[src/hdl/ubx_pkg.sv]
// shared types and constants for the ubx frame receiver
package ubx_pkg;

	localparam int unsigned LEN_W = 17;
	localparam int unsigned OFF_W = 16;
	localparam int unsigned TYPE_W = 16;

	localparam logic [7:0] SYNC_FIRST = 8'hB5;
	localparam logic [7:0] SYNC_SECOND = 8'h62;
	localparam logic [TYPE_W-1:0] TYPE_NAV_PVT = 16'h0107;
	localparam logic [LEN_W-1:0] MAX_LEN_RESET = 17'd1024;
	localparam logic [LEN_W-1:0] FRAME_OVERHEAD = 17'd8;

	// byte positions within a frame, counted from the first sync byte
	localparam logic [LEN_W-1:0] POS_CLASS = 17'd2;
	localparam logic [LEN_W-1:0] POS_ID = 17'd3;
	localparam logic [LEN_W-1:0] POS_LEN_LO = 17'd4;
	localparam logic [LEN_W-1:0] POS_LEN_HI = 17'd5;
	localparam logic [LEN_W-1:0] POS_PAYLOAD = 17'd6;

	typedef enum logic [2:0] {
		EV_NONE = 3'd0,
		EV_PAYLOAD = 3'd1,
		EV_GOOD_PVT = 3'd2,
		EV_GOOD_OTHER = 3'd3,
		EV_BAD_SUM = 3'd4,
		EV_TOO_LONG = 3'd5
	} ubx_event_t;

	typedef struct packed {
		ubx_event_t ev;
		logic [7:0] pbyte;
		logic [OFF_W-1:0] poff;
		logic [TYPE_W-1:0] mtype;
	} ubx_result_t;

endpackage

[src/hdl/ubx_parse.sv]
// frame state and per-byte parse logic: sync hunt, header, checksum, verdict
module ubx_parse
	import ubx_pkg::*;
(
	input  logic             clk,
	input  logic             arst_n,
	input  logic             step,
	input  logic [7:0]       rx_byte,
	input  logic [LEN_W-1:0] max_len,
	output ubx_result_t      res,
	output logic             hunting
);

	logic [7:0]        prev_q, prev_d;
	logic [LEN_W-1:0]  count_q, count_d;
	logic [LEN_W-1:0]  flen_q, flen_d;
	logic [TYPE_W-1:0] ftype_q, ftype_d;
	logic [7:0]        sum_a_q, sum_a_d;
	logic [7:0]        sum_b_q, sum_b_d;
	logic              match_q, match_d;
	logic [7:0]        add_a, add_b;
	logic [LEN_W:0]    idx_p2;
	logic [LEN_W-1:0]  count_inc;
	logic [LEN_W-1:0]  len_total;
	logic [LEN_W-1:0]  poff_full;

	// running fletcher sums with the current byte folded in
	assign add_a = sum_a_q + rx_byte;
	assign add_b = sum_b_q + add_a;
	assign idx_p2 = {1'b0, count_q} + (LEN_W+1)'(2);
	assign count_inc = count_q + LEN_W'(1);
	assign len_total = {1'b0, rx_byte, flen_q[7:0]} + FRAME_OVERHEAD;
	assign poff_full = count_q - POS_PAYLOAD;
	assign hunting = (count_q == '0);

	// next state and result for one byte
	always_comb begin
		prev_d = prev_q;
		count_d = count_q;
		flen_d = flen_q;
		ftype_d = ftype_q;
		sum_a_d = sum_a_q;
		sum_b_d = sum_b_q;
		match_d = match_q;
		res.ev = EV_NONE;
		res.pbyte = '0;
		res.poff = '0;
		if (count_q == '0) begin
			if (prev_q == SYNC_FIRST && rx_byte == SYNC_SECOND) begin
				count_d = POS_CLASS;
				sum_a_d = '0;
				sum_b_d = '0;
				match_d = 1'b0;
			end
			prev_d = rx_byte;
		end else begin
			count_d = count_inc;
			priority if (count_q == POS_CLASS) begin
				ftype_d = {rx_byte, 8'h00};
				sum_a_d = add_a;
				sum_b_d = add_b;
			end else if (count_q == POS_ID) begin
				ftype_d = {ftype_q[15:8], rx_byte};
				sum_a_d = add_a;
				sum_b_d = add_b;
			end else if (count_q == POS_LEN_LO) begin
				flen_d = {9'd0, rx_byte};
				sum_a_d = add_a;
				sum_b_d = add_b;
			end else if (count_q == POS_LEN_HI) begin
				flen_d = len_total;
				sum_a_d = add_a;
				sum_b_d = add_b;
				if (len_total > max_len) begin
					count_d = '0;
					res.ev = EV_TOO_LONG;
				end
			end else if (idx_p2 < {1'b0, flen_q}) begin
				sum_a_d = add_a;
				sum_b_d = add_b;
				res.ev = EV_PAYLOAD;
				res.pbyte = rx_byte;
				res.poff = poff_full[OFF_W-1:0];
			end else if (idx_p2 == {1'b0, flen_q}) begin
				match_d = (rx_byte == sum_a_q);
			end else begin
				count_d = '0;
				if (match_q && rx_byte == sum_b_q)
					res.ev = (ftype_q == TYPE_NAV_PVT) ? EV_GOOD_PVT : EV_GOOD_OTHER;
				else
					res.ev = EV_BAD_SUM;
			end
		end
		res.mtype = ftype_d;
	end

	// control state
	always_ff @(posedge clk or negedge arst_n) begin
		if (!arst_n) begin
			prev_q <= '0;
			count_q <= '0;
			flen_q <= '0;
			ftype_q <= '0;
			sum_a_q <= '0;
			sum_b_q <= '0;
			match_q <= 1'b0;
		end else if (step) begin
			prev_q <= prev_d;
			count_q <= count_d;
			flen_q <= flen_d;
			ftype_q <= ftype_d;
			sum_a_q <= sum_a_d;
			sum_b_q <= sum_b_d;
			match_q <= match_d;
		end
	end

endmodule

[src/hdl/ubx_frame_receiver.sv]
// top level of the ubx frame receiver: input register, parser, result register
//
//  channel | handshake             | payload
//  --------+-----------------------+----------------------------------------------
//  in      | in_valid / in_stall   | rx_byte
//  out     | out_valid / out_stall | event_res, payload_byte, payload_offset, msg_type
//  cfg     | cfg_valid / cfg_ready | cfg_data (max_frame_len)
//
// one item per cycle sustained while out_stall stays low; an item passes from the input
// register through the parser into the result register, where its result becomes valid.
// the parser updates its frame state as an item moves from the input register
// into the result register, one byte per step.
// reset clears the frame state and sets max_frame_len to 1024.
// a stalled result holds the result register; the input register then fills
// and in_stall rises.
module ubx_frame_receiver
	import ubx_pkg::*;
(
	input  logic             clk,
	input  logic             arst_n,
	input  logic             in_valid,
	output logic             in_stall,
	input  logic [7:0]       rx_byte,
	output logic             out_valid,
	input  logic             out_stall,
	output logic [2:0]       event_res,
	output logic [7:0]       payload_byte,
	output logic [OFF_W-1:0] payload_offset,
	output logic [TYPE_W-1:0] msg_type,
	input  logic             cfg_valid,
	output logic             cfg_ready,
	input  logic [LEN_W-1:0] cfg_data
);

	logic             valid_s1;
	logic [7:0]       byte_s1;
	logic             adv;
	logic             in_take;
	logic [LEN_W-1:0] max_len_q;
	ubx_result_t      res;
	ubx_result_t      res_s2;
	logic             hunting;

	// pipeline moves when the result register is free or being emptied
	assign adv = valid_s1 && (!out_valid || !out_stall);
	assign in_stall = valid_s1 && !adv;
	assign in_take = in_valid && !in_stall;
	assign cfg_ready = 1'b1;

	// configuration register
	always_ff @(posedge clk or negedge arst_n) begin
		if (!arst_n) begin
			max_len_q <= MAX_LEN_RESET;
		end else if (cfg_valid && cfg_ready) begin
			max_len_q <= cfg_data;
		end
	end

	// input register
	always_ff @(posedge clk or negedge arst_n) begin
		if (!arst_n) begin
			valid_s1 <= 1'b0;
		end else if (in_take) begin
			valid_s1 <= 1'b1;
		end else if (adv) begin
			valid_s1 <= 1'b0;
		end
	end

	always_ff @(posedge clk) begin
		if (in_take) begin
			byte_s1 <= rx_byte;
		end
	end

	// parser
	ubx_parse u_parse (
		.clk     (clk),
		.arst_n  (arst_n),
		.step    (adv),
		.rx_byte (byte_s1),
		.max_len (max_len_q),
		.res     (res),
		.hunting (hunting)
	);

	// result register
	always_ff @(posedge clk or negedge arst_n) begin
		if (!arst_n) begin
			out_valid <= 1'b0;
		end else if (adv) begin
			out_valid <= 1'b1;
		end else if (!out_stall) begin
			out_valid <= 1'b0;
		end
	end

	always_ff @(posedge clk) begin
		if (adv) begin
			res_s2 <= res;
		end
	end

	assign event_res = res_s2.ev;
	assign payload_byte = res_s2.pbyte;
	assign payload_offset = res_s2.poff;
	assign msg_type = res_s2.mtype;

`ifndef SYNTH
	// a verdict or a drop sends the parser back to hunting
	assert property (@(posedge clk) disable iff (!arst_n)
		adv && (res.ev == EV_GOOD_PVT || res.ev == EV_GOOD_OTHER ||
			res.ev == EV_BAD_SUM || res.ev == EV_TOO_LONG) |=> hunting)
		else $error("parser not hunting after end of frame");

	// only payload items carry byte and offset
	assert property (@(posedge clk) disable iff (!arst_n)
		out_valid && event_res != EV_PAYLOAD |-> payload_byte == '0 && payload_offset == '0)
		else $error("payload fields set on a non-payload item");

	// an empty input register never stalls the input
	assert property (@(posedge clk) disable iff (!arst_n)
		!valid_s1 |-> !in_stall)
		else $error("input stalled with empty input register");

	// a byte taken into the parser always lands in the result register
	assert property (@(posedge clk) disable iff (!arst_n)
		adv |=> out_valid)
		else $error("result lost after parser step");
`endif

endmodule

[config.mk]
export PLATFORM = sky130hd
export DESIGN_NAME = ubx_frame_receiver
export DESIGN_NICKNAME = d
export VERILOG_FILES = /design/src/hdl/ubx_pkg.sv /design/src/hdl/ubx_parse.sv /design/src/hdl/ubx_frame_receiver.sv
export SDC_FILE = /design/constraint.sdc
export NUM_CORES = 1
export LEC_CHECK = 0
export BUFFER_PORTS_ARGS = -buffer_cell sky130_fd_sc_hd__buf_2
export CAP_MARGIN = 10
export CORE_AREA = 4 4 124 126
export DETAILED_ROUTE_END_ITERATION = 6
export DIE_AREA = 0 0 128 130
export PLACE_DENSITY = 0.82
export SLEW_MARGIN = 40
export SYNTH_ARGS = -nofsm -noshare
export SYNTH_HDL_FRONTEND = slang
export SYNTH_HIERARCHICAL = 1
export SYNTH_SLANG_ARGS = --single-unit
[constraint.sdc]
create_clock -name clk -period 6.2 [get_ports clk]
set_input_delay 0.62 -clock clk [delete_from_list [all_inputs] [get_ports clk]]
set_output_delay 0.62 -clock clk [all_outputs]
set_load 0.01 [all_outputs]
Word-level counts from Yosys, hierarchy flattened

Cells that the tools add are included.

$add $sub $neg: 6
Multipliers: 0
Divide/modulo/power cells: 0
$lt $le $gt $ge: 2
Equal/unequal tests: 17
Shift operators: 0
Muxes and demuxes: 45
Bitwise gates (word level): 4
Reductions and logical operators: 22

Operator list:

| operator                | count |
|---|---|
| $mux W17                | 11 |
| $mux W8                 | 14 |
| $eq A17 B2 Y1 const B   | 2 |
| $eq A17 B3 Y1 const B   | 2 |
| $mux W16                | 2 |
| $add A17 B2 Y18 const B | 1 |
| $eq A18 B17 Y1          | 1 |
| $lt A18 B17 Y1          | 1 |
| $add A16 B4 Y17 const B | 1 |
| $add A17 B1 Y17 const B | 1 |
| $gt A17 B17 Y1          | 1 |
| $logic_not A17 Y1       | 1 |
| $add A8 B8 Y8           | 2 |
| $eq A16 B9 Y1 const B   | 1 |
| $eq A8 B8 Y1            | 2 |
| $sub A16 B3 Y16 const B | 1 |
| $mux W3                 | 5 |
| $mux W1                 | 13 |
| $ne A2 B2 Y1 const B    | 5 |
| $eq A8 B7 Y1 const B    | 1 |
| $eq A8 B8 Y1 const B    | 1 |
| $reduce_and A8 Y1       | 1 |
| $reduce_bool A2 Y1      | 3 |
| $reduce_bool A6 Y1      | 1 |
| 10 further kinds        | 22 |

Register bits after elaboration: 145
Latch bits: 0
Memory bits (writable): 0
Bits in read-only memories: 0
Input bits: 30
Output and inout port bits: 46
Logic and storage cells: 111
Memories: 0

Depth between registers and ports, before layout

Gate-level depths: netlist (run 1).

Word-level depth: 9
Mapped depth: 16
Mapped depth without buffers: 14

Modules after synthesis

Netlist (run 1), hierarchy kept.

By module, submodules not included:

| module             | times used | cells each | area an instance (um^2) | seq. area each (um^2) |
|---|---|---|---|---|
| ubx_parse          | 1          | 723        | 6124.6                  | 1876.8 |
| ubx_frame_receiver | 1          | 97         | 2316.0                  | 2008.2 |

Worst setup path after synthesis (run 1)

Ideal clock, no wire load.

Kind: input to register
Start: input out_stall
End: register u_parse.flen_q[13]
Setup time: 0.148 ns
Data arrival time: 5.461 ns
Data required time: 6.052 ns
Slack: 0.591 ns
Cell stages on the path: 5
Path buffers: 1
Path through: a21boi_0 -> o2111ai_1 -> clkbuf_1 -> nand2_1 -> o21ai_0

Word-level cells in the longest chain between the ends: 4

Ends and longest elaborated chain:

| item                        | RTL line                 | source |
|---|---|---|
| start: declaration          | ubx_frame_receiver.sv:25 | `input logic out_stall,` |
| $logic_not A1 Y1            | n/a                      |  |
| $logic_or A1 B1 Y1          | ubx_frame_receiver.sv:45 | `assign adv = valid_s1 && (!out_valid \|\| !out_stall);` |
| $logic_and A1 B1 Y1         | ubx_frame_receiver.sv:45 |  |
| $reduce_and A5 Y1 (no line) | n/a                      |  |
| end signal: assignment      | ubx_parse.sv:110         | `flen_q <= flen_d;` |
| end: declaration            | ubx_parse.sv:16          | `logic [LEN_W-1:0] flen_q, flen_d;` |

No other way between the ends.
A chain may end at the register's enable or synchronous reset.

Worst setup path after layout (run 1)

Start: register u_parse.count_q[2]
End: register u_parse.count_q[9]

Word-level cells in the longest chain between the ends: 9
Elaborated cells on any way between the ends: 19
Those cells by class: 2 x add/sub; 1 x order compare; 6 x eq/ne; 8 x mux; 2 x reduce/logical

Ends and longest elaborated chain:

| item                                                                    | RTL line         | source |
|---|---|---|
| start: declaration                                                      | ubx_parse.sv:15  | `logic [LEN_W-1:0] count_q, count_d;` |
| start signal: assignment                                                | ubx_parse.sv:109 | `count_q <= count_d;` |
| parallel branches: the longest is 9 deep, another holds $add A17 B2 Y18 | n/a              |  |

Several ways; the timed one is not identified.

==> metrics.yaml, run 1 <==
cts:
  postCtsHoldBufs: 0
  cts.repair.resized: 0
  clkTransAtPathRegs_ns: 0.07
  cts.sinks: 145
  htreeDepth: 4
  cts_tree: "yes"
  root_buffer: "clkbuf_16"
  clock_latency_ns: 0.43
  numCtsBuffers: 17
  cts_max_path_buffers: 2
  cts_setup_buffers: 0
grt:
  grt_max_degree: 76
  grt_pass1_wl_um: 30350
  grt_antenna_before_repair: 0
  grt_overflow: 0
  first_global_vias: 6017
  grt_usage_pct: 23.27
detailed_routing:
  highest_layer: "met4"
  first_pass_iters: 7
  wl_met2_um: 9187
  ant_nets: 0
  routedWlPerCell_um: 17.87
  num_vias: 6475
  drt_iter0_markers: 599
  wl_um: 18990
  wl_met3_um: 1422
  vias_per_cell: 6.091
  wl_met1_um: 7898
  route.detailed.drc: 0
cells_and_area:
  regArea_um2: 3885
  drive_gt1_share_pct: 19.68
  multiInputGateArea_um2: 4160
  nets: 953
  syn_to_final_growth_pct: 11.44
  fillers: 1145
  design_area_um2: 9407
  antenna_cells: 0
placement:
  finalWeightedCongestion: 0.9558
  dpl_cell_area_um2: 8851
  dp_hpwl_um: 12980
  io_buffers: 74
setup_path:
  worst_setup_path_end_kind: "register"
  worstSetupStartpointType: "register"
  crit_type: "reg2reg"
  worstPathMaxFanout: 20
  cp_data_required_time_ns: 6.50
  cp.arrival_ns: 4.95
sta:
  hold_viol: 0
  fin_tns_setup_ns: 0
  fmaxAchievable_mhz: 214.9
  skew_ns: 0.009219
  rsz0062_at_grt: "false"
  slew_headroom_pct: 43.24
  setup_viol_count_final: 0
  tightestPinTransition_ns: 0.8492
  hold_slack_ns: 0.09965
  period_needed_ns: 4.653
  min_period_over_period_pct: 75.05
  timing.final.max_slew_violations: 0
synthesis:
  syn_nets: 907
  syn_area_per_cell_um2: 10.29
  netlist_instances: 820
  synth_edf_count: 51
  synthFlopType: "dfrtp_1"
  yosys.cell_types.count: 70
  ys_seq_elements: 145
  ys_seq_area_share_pct: 46.03
  yosys_warnings: 6
  ys_async_sr_fraction_pct: 64.83
  syn_area_um2: 8441
power:
  vdd_drop_max_mv: 0.3390
  total_power_mw: 4.849
  power_density_nw_per_um2: 515.5
  p_leak_nw: 4.247
floorplan:
  io_pins: 76
  initial_core_util_pct: 58.97
  dieArea_um2: 16640
  rows: 44
  core_um2: 14310
  die_h_um: 130
  fp.dieW_um: 128
status:
  status: "complete, no violations"
worst_hold_path:
  hold_class: "in2async"
flow_run:
  maxCapViolCount: 0
[routing by layer]
| layer | GRT usage, % | up-vias |
|---|---|---|
| met5 | 0 | - |
| met4 | 9.426 | 0 |
| met3 | 4.585 | 48 |
| met2 | 38.14 | 299 |
| met1 | 30.68 | 3095 |
| li1 | - | 3033 |
[power by group]
part           internal [mW]  switching [mW]  leakage [nW]
registers               1.40           0.257          1.68
logic                  0.930            1.31          2.30
clock network          0.524           0.434         0.268
[final timing paths]
kind	start	cells past startpoint	slack [ns]	endpoint
worst max-delay path	u_parse/count_q[2]$_DFFE_PN0P_	14	1.55	u_parse/count_q[9]$_DFFE_PN0P_
worst min-delay path	arst_n	1	0.1	u_parse/ftype_q[8]$_DFFE_PN0P_
worst max register to register	u_parse/count_q[2]$_DFFE_PN0P_	14	1.55	u_parse/count_q[9]$_DFFE_PN0P_
worst min register to register	valid_s1$_DFFE_PN0P_	1	0.48	out_valid$_DFFE_PN0P_
max in group asynchronous	arst_n	2	5.16	u_parse/flen_q[0]$_DFFE_PN0P_
min in group clk	rx_byte[7]	1	0.37	byte_s1[7]$_DFFE_PP_
[registers in the layout, indices dropped and copies added, names as in the netlist]
name / flops
max_len_q: 17
u_parse/count_q: 17
u_parse/flen_q: 17
msg_type: 16
payload_offset: 16
u_parse/ftype_q: 16
byte_s1: 8
payload_byte: 8
u_parse/prev_q: 8
u_parse/sum_a_q: 8
u_parse/sum_b_q: 8
event_res: 3
out_valid: 1
u_parse/match_q: 1
valid_s1: 1
[layout by cell type (no fill, tap or decap), types with 6 or more instances in the layout]
master | synthesis | final
a21oi_1 | 31 | 30
a22o_1 | 8 | 8
a22oi_1 | 6 | 6
and3_1 | 21 | 21
buf_2 | 9 | 73
clkbuf_16 | 0 | 17
dfrtp_1 | 93 | 93
edfxtp_1 | 51 | 51
ha_1 | 55 | 55
inv_1 | 49 | 49
inv_6 | 0 | 7
mux2_2 | 42 | 42
mux2_4 | 10 | 10
nand2_1 | 89 | 89
nand3_1 | 27 | 27
nand4_1 | 19 | 19
nor2_1 | 44 | 44
nor3_1 | 17 | 17
nor4_1 | 9 | 9
o21ai_0 | 38 | 38
o31ai_1 | 11 | 11
or3_1 | 7 | 7
xnor2_1 | 39 | 39
xor2_1 | 17 | 17
[cell usage after synthesis, types with 6 or more instances]
master | number | area [um2]
buf_2 | 9 | 45.04
and3_1 | 21 | 131.4
a22o_1 | 8 | 70.07
edfxtp_1 | 51 | 1531
a21oi_1 | 31 | 155.2
nand2_1 | 89 | 334.1
ha_1 | 55 | 688.2
or3_1 | 7 | 43.79
nand4_1 | 19 | 118.9
dfrtp_1 | 93 | 2327
nor4_1 | 9 | 56.30
inv_1 | 49 | 183.9
nor2_1 | 44 | 165.2
mux2_4 | 10 | 150.1
o21ai_0 | 38 | 190.2
clkbuf_1 | 34 | 127.6
mux2_2 | 42 | 473.0
o31ai_1 | 11 | 82.58
nor3_1 | 17 | 85.08
xor2_1 | 17 | 148.9
xnor2_1 | 39 | 341.6
a22oi_1 | 6 | 45.04
nand3_1 | 27 | 135.1
[cell families (layout without fill, tap and decap cells)]
kind of cell	Yosys count	in the layout	synth area share, %
AOI/OAI and AO/OA	138	138	10.66
xor gates and xnor gates	57	57	6.078
adders and majority gates	57	57	8.627
buffers and inverters	99	158	4.951
DFF	145	145	46.03
muxes	53	53	7.501
other	1	1	0.04443
and+or+nand+nor	270	270	16.11
[critical path: stages, from the launching register on]
cell and delay, ns:
dfrtp_1 0.70, ha_1 0.44, inv_1 0.09, nor2_1 0.19
nand3_1 0.16, nor2_1 0.18, xor2_1 0.10, ha_1 0.31
nand4_1 0.13, nor4_1 0.42, nand3b_1 0.24, a32o_1 0.29
o22ai_4 0.43, nand3_2 0.37, o311ai_0 0.46
[final cells by class]
class,instances,share of cell area (%)
Clock buffer,17,4.522
Clock inverter,15,1.304
Inverter,50,1.995
Multi-Input combinational cell,576,44.23
Sequential cell,145,41.30
Tap cell,184,2.447
Timing Repair Buffer,76,4.203
[stage by stage]
stage / utilization [%] / worst slack (ns) / std cells
after detailed placement: 61.84 / 1.555 / 1031
after global routing: 65.72 / 1.252 / 1063
after floorplan: - / 0.5906 / 820
after global placement: 61.76 / 1.725 / 1031
final: 65.72 / 1.547 / 1063
after CTS: 65.66 / 1.550 / 1063
Power figures use the tool's default switching activity.
==> run 2, diff against run 1 <==
CORE_AREA = 4 4 131 133   (was 4 4 124 126)
DIE_AREA = 0 0 135 137   (was 0 0 128 130)
PLACE_DENSITY = 0.78   (was 0.82)
clock period = 4 ns   (was 6.2 ns; I/O delays follow)
==> metrics.yaml, run 2 (synthesis results as in run 1) <==
detailed_routing:
  route.detailed.drc: 0  # unchanged
  ant_nets: 0  # unchanged
  routedWlPerCell_um: 16.94  # -5.2%
  drt_iter0_markers: 672  # +12%
  vias_per_cell: 5.744  # -5.7%
  num_vias: 6456  # -0.29%
  wl_um: 19050  # +0.29%
  first_pass_iters: 5  # -2
cts:
  cts.sinks: 145  # unchanged
  htreeDepth: 4  # unchanged
  cts_tree: "yes"
  root_buffer: "clkbuf_16"
  numCtsBuffers: 17  # unchanged
  clkTransAtPathRegs_ns: 0.07  # about the same
  cts.repair.resized: 0  # unchanged
  clock_latency_ns: 0.43  # about the same
  cts_max_path_buffers: 2  # unchanged
setup_path:
  cpLargestDelayFamily: "simple AND/OR/NAND/NOR gates"
  worstPathMaxFanout: 15  # -25%
  crit_type: "reg2reg"
  crit_path_max_incr_delay_ns: 0.57  # -0.13 ns
  crit_buf_inv: 0  # -1
  path_cells: "and2_0, nand3_1, nor2_1, xor2_1, ha_1, nand4_1, nor2_1, a221oi_1, nand2_1, a21oi_1, nand2_1, a21oi_1"
  cp.arrival_ns: 3.97  # -0.98 ns
  reg2reg_to: "payload_offset[7]$_DFFE_PP_"
  worst_setup_path_end_kind: "register"
  reg2reg_from: "u_parse/count_q[6]$_DFFE_PN0P_"
  r2r_slack_ns: 0.30  # -1.25 ns
  cp_data_required_time_ns: 4.26  # -2.24 ns
  slowest_stage: "a221oi_1"
  reg2regPathDepth: 12  # -2
  worstSetupStartpointType: "register"
worst_hold_path:
  whs_path_depth: 1
  hold_class: "in2reg"
  hp-start: "rx_byte[3]"
  worstHoldEndpoint: "byte_s1[3]$_DFFE_PP_"
cells_and_area:
  antenna_cells: 0  # unchanged
  fillers: 1339  # +17%
  reg_top3: "max_len_q x17, u_parse/count_q x17, u_parse/flen_q x17"
  drive_gt1_share_pct: 22.14  # +2.5 points
  nets: 982  # +3.0%
  syn_to_final_growth_pct: 14.96
  final_cell_mix: "dfrtp_1 (93), nand2_1 (89), buf_2 (73)"
  mostFrequentLayoutCell: "dfrtp_1"
sta:
  slew_headroom_pct: 48.07  # +4.8 points
  setup_viol_count_final: 0  # unchanged
  min_period_over_period_pct: 92.61  # +18 points
  fin_tns_setup_ns: 0  # unchanged
  hold_viol: 0  # unchanged
  skew_ns: 0.01180  # +0.002585 ns
  hold_slack_ns: 0.1399  # +0.04024 ns
  fmaxAchievable_mhz: 270.0  # +26%
  tightestPinTransition_ns: 0.7688  # -0.08039 ns
  period_needed_ns: 3.704  # -0.9490 ns
  rsz0062_at_grt: "false"
  timing.final.max_slew_violations: 0  # unchanged
floorplan:
  die_h_um: 137  # +5.4%
  core_um2: 15830  # +11%
  fp.dieW_um: 135  # +5.5%
  dieArea_um2: 18500  # +11%
  initial_core_util_pct: 53.33  # -5.6 points
  io_pins: 76  # unchanged
  rows: 46  # +4.5%
grt:
  grt_overflow: 0  # unchanged
  grt_usage_pct: 21.46  # -1.8 points
  first_global_vias: 6091  # +1.2%
  grt_pass1_wl_um: 31330  # +3.2%
  grt_max_degree: 72  # -5.3%
  grt_antenna_before_repair: 0  # unchanged
placement:
  io_buffers: 74  # unchanged
  finalWeightedCongestion: 0.9467  # -0.95%
  dp_hpwl_um: 13660  # +5.3%
status:
  status: "complete, no violations"
power:
  vdd_drop_max_mv: 0.4799  # +42%
  p_leak_nw: 4.407  # +3.8%
  power_density_nw_per_um2: 795.0  # +54%
flow_run:
  maxCapViolCount: 0  # unchanged
[run 2: cell count changes in the layout (fill, tap and decap cells not counted), sizes merged]
cell         delta
clkinvlp        +1
buf            +28
dlygate4sd3     +1
clkinv          -3
bufinv          +1
inv             +1
[run 2: what timing repair did]
action	CTS	global route
hold buffers	1	0
endpoints found under the hold margin	65	0
endpoints found under the setup margin	0	1
buffers inserted	0	2
[run 2: power breakdown]
part	leakage, nW	internal, mW	switching (mW)
registers	1.68	2.16	0.318
clock network	0.287	0.888	0.690
logic	2.44	1.55	2.10
total	4.41	4.60	3.11
[run 2: final cells by class]
type                    count  area [um2]  area share [%]
flip-flops and latches    145        3885           40.04
multi-input cells         576        4158           42.85
repair buffers            105       615.6           6.344
clock inverters            15       161.4           1.663
inverters                  50       187.7           1.934
well taps                 216       270.3           2.785
clock buffers              17       425.4           4.384
[run 2: worst max-delay path by stage]
stage                                   start                         endpoint  cells after the start  slack [ns]
6_report       u_parse/count_q[6]$_DFFE_PN0P_      payload_offset[7]$_DFFE_PP_                     12        0.30
5_1_grt                  byte_s1[4]$_DFFE_PP_  u_parse/count_q[12]$_DFFE_PN0P_                     12        0.06
4_1_cts                  byte_s1[1]$_DFFE_PP_  u_parse/count_q[12]$_DFFE_PN0P_                     12        0.32
3_5_place_dp             byte_s1[1]$_DFFE_PP_  u_parse/count_q[10]$_DFFE_PN0P_                     12        0.35
3_3_place_gp             byte_s1[1]$_DFFE_PP_           event_res[2]$_DFFE_PP_                     12        0.44
2_1_floorplan  u_parse/count_q[2]$_DFFE_PN0P_   u_parse/count_q[5]$_DFFE_PN0P_                     16        0.38
[run 2: routing by layer]
metal,global-route usage [%],vias up,wire [um]
met5,0,-,0
met4,9.462,0,473
met3,4.191,47,1118
met2,33.02,236,8812
met1,29.70,3077,8642
li1,-,3096,-
[run 2: metrics by stage]
step / util (%) / setup slack (ns) / total power [mW] / std cells / area [um2]
after floorplan: - / 0.3802 / 5.108 / 820 / 8444
final: 61.30 / 0.2957 / 7.714 / 1124 / 9703
after CTS: 61.13 / 0.3182 / 7.714 / 1122 / 9676
after global placement: 57.34 / 0.4356 / 5.975 / 1089 / 9075
after global routing: 61.30 / 0.06364 / 8.302 / 1124 / 9703
after detailed placement: 57.36 / 0.3472 / 6.100 / 1089 / 9079
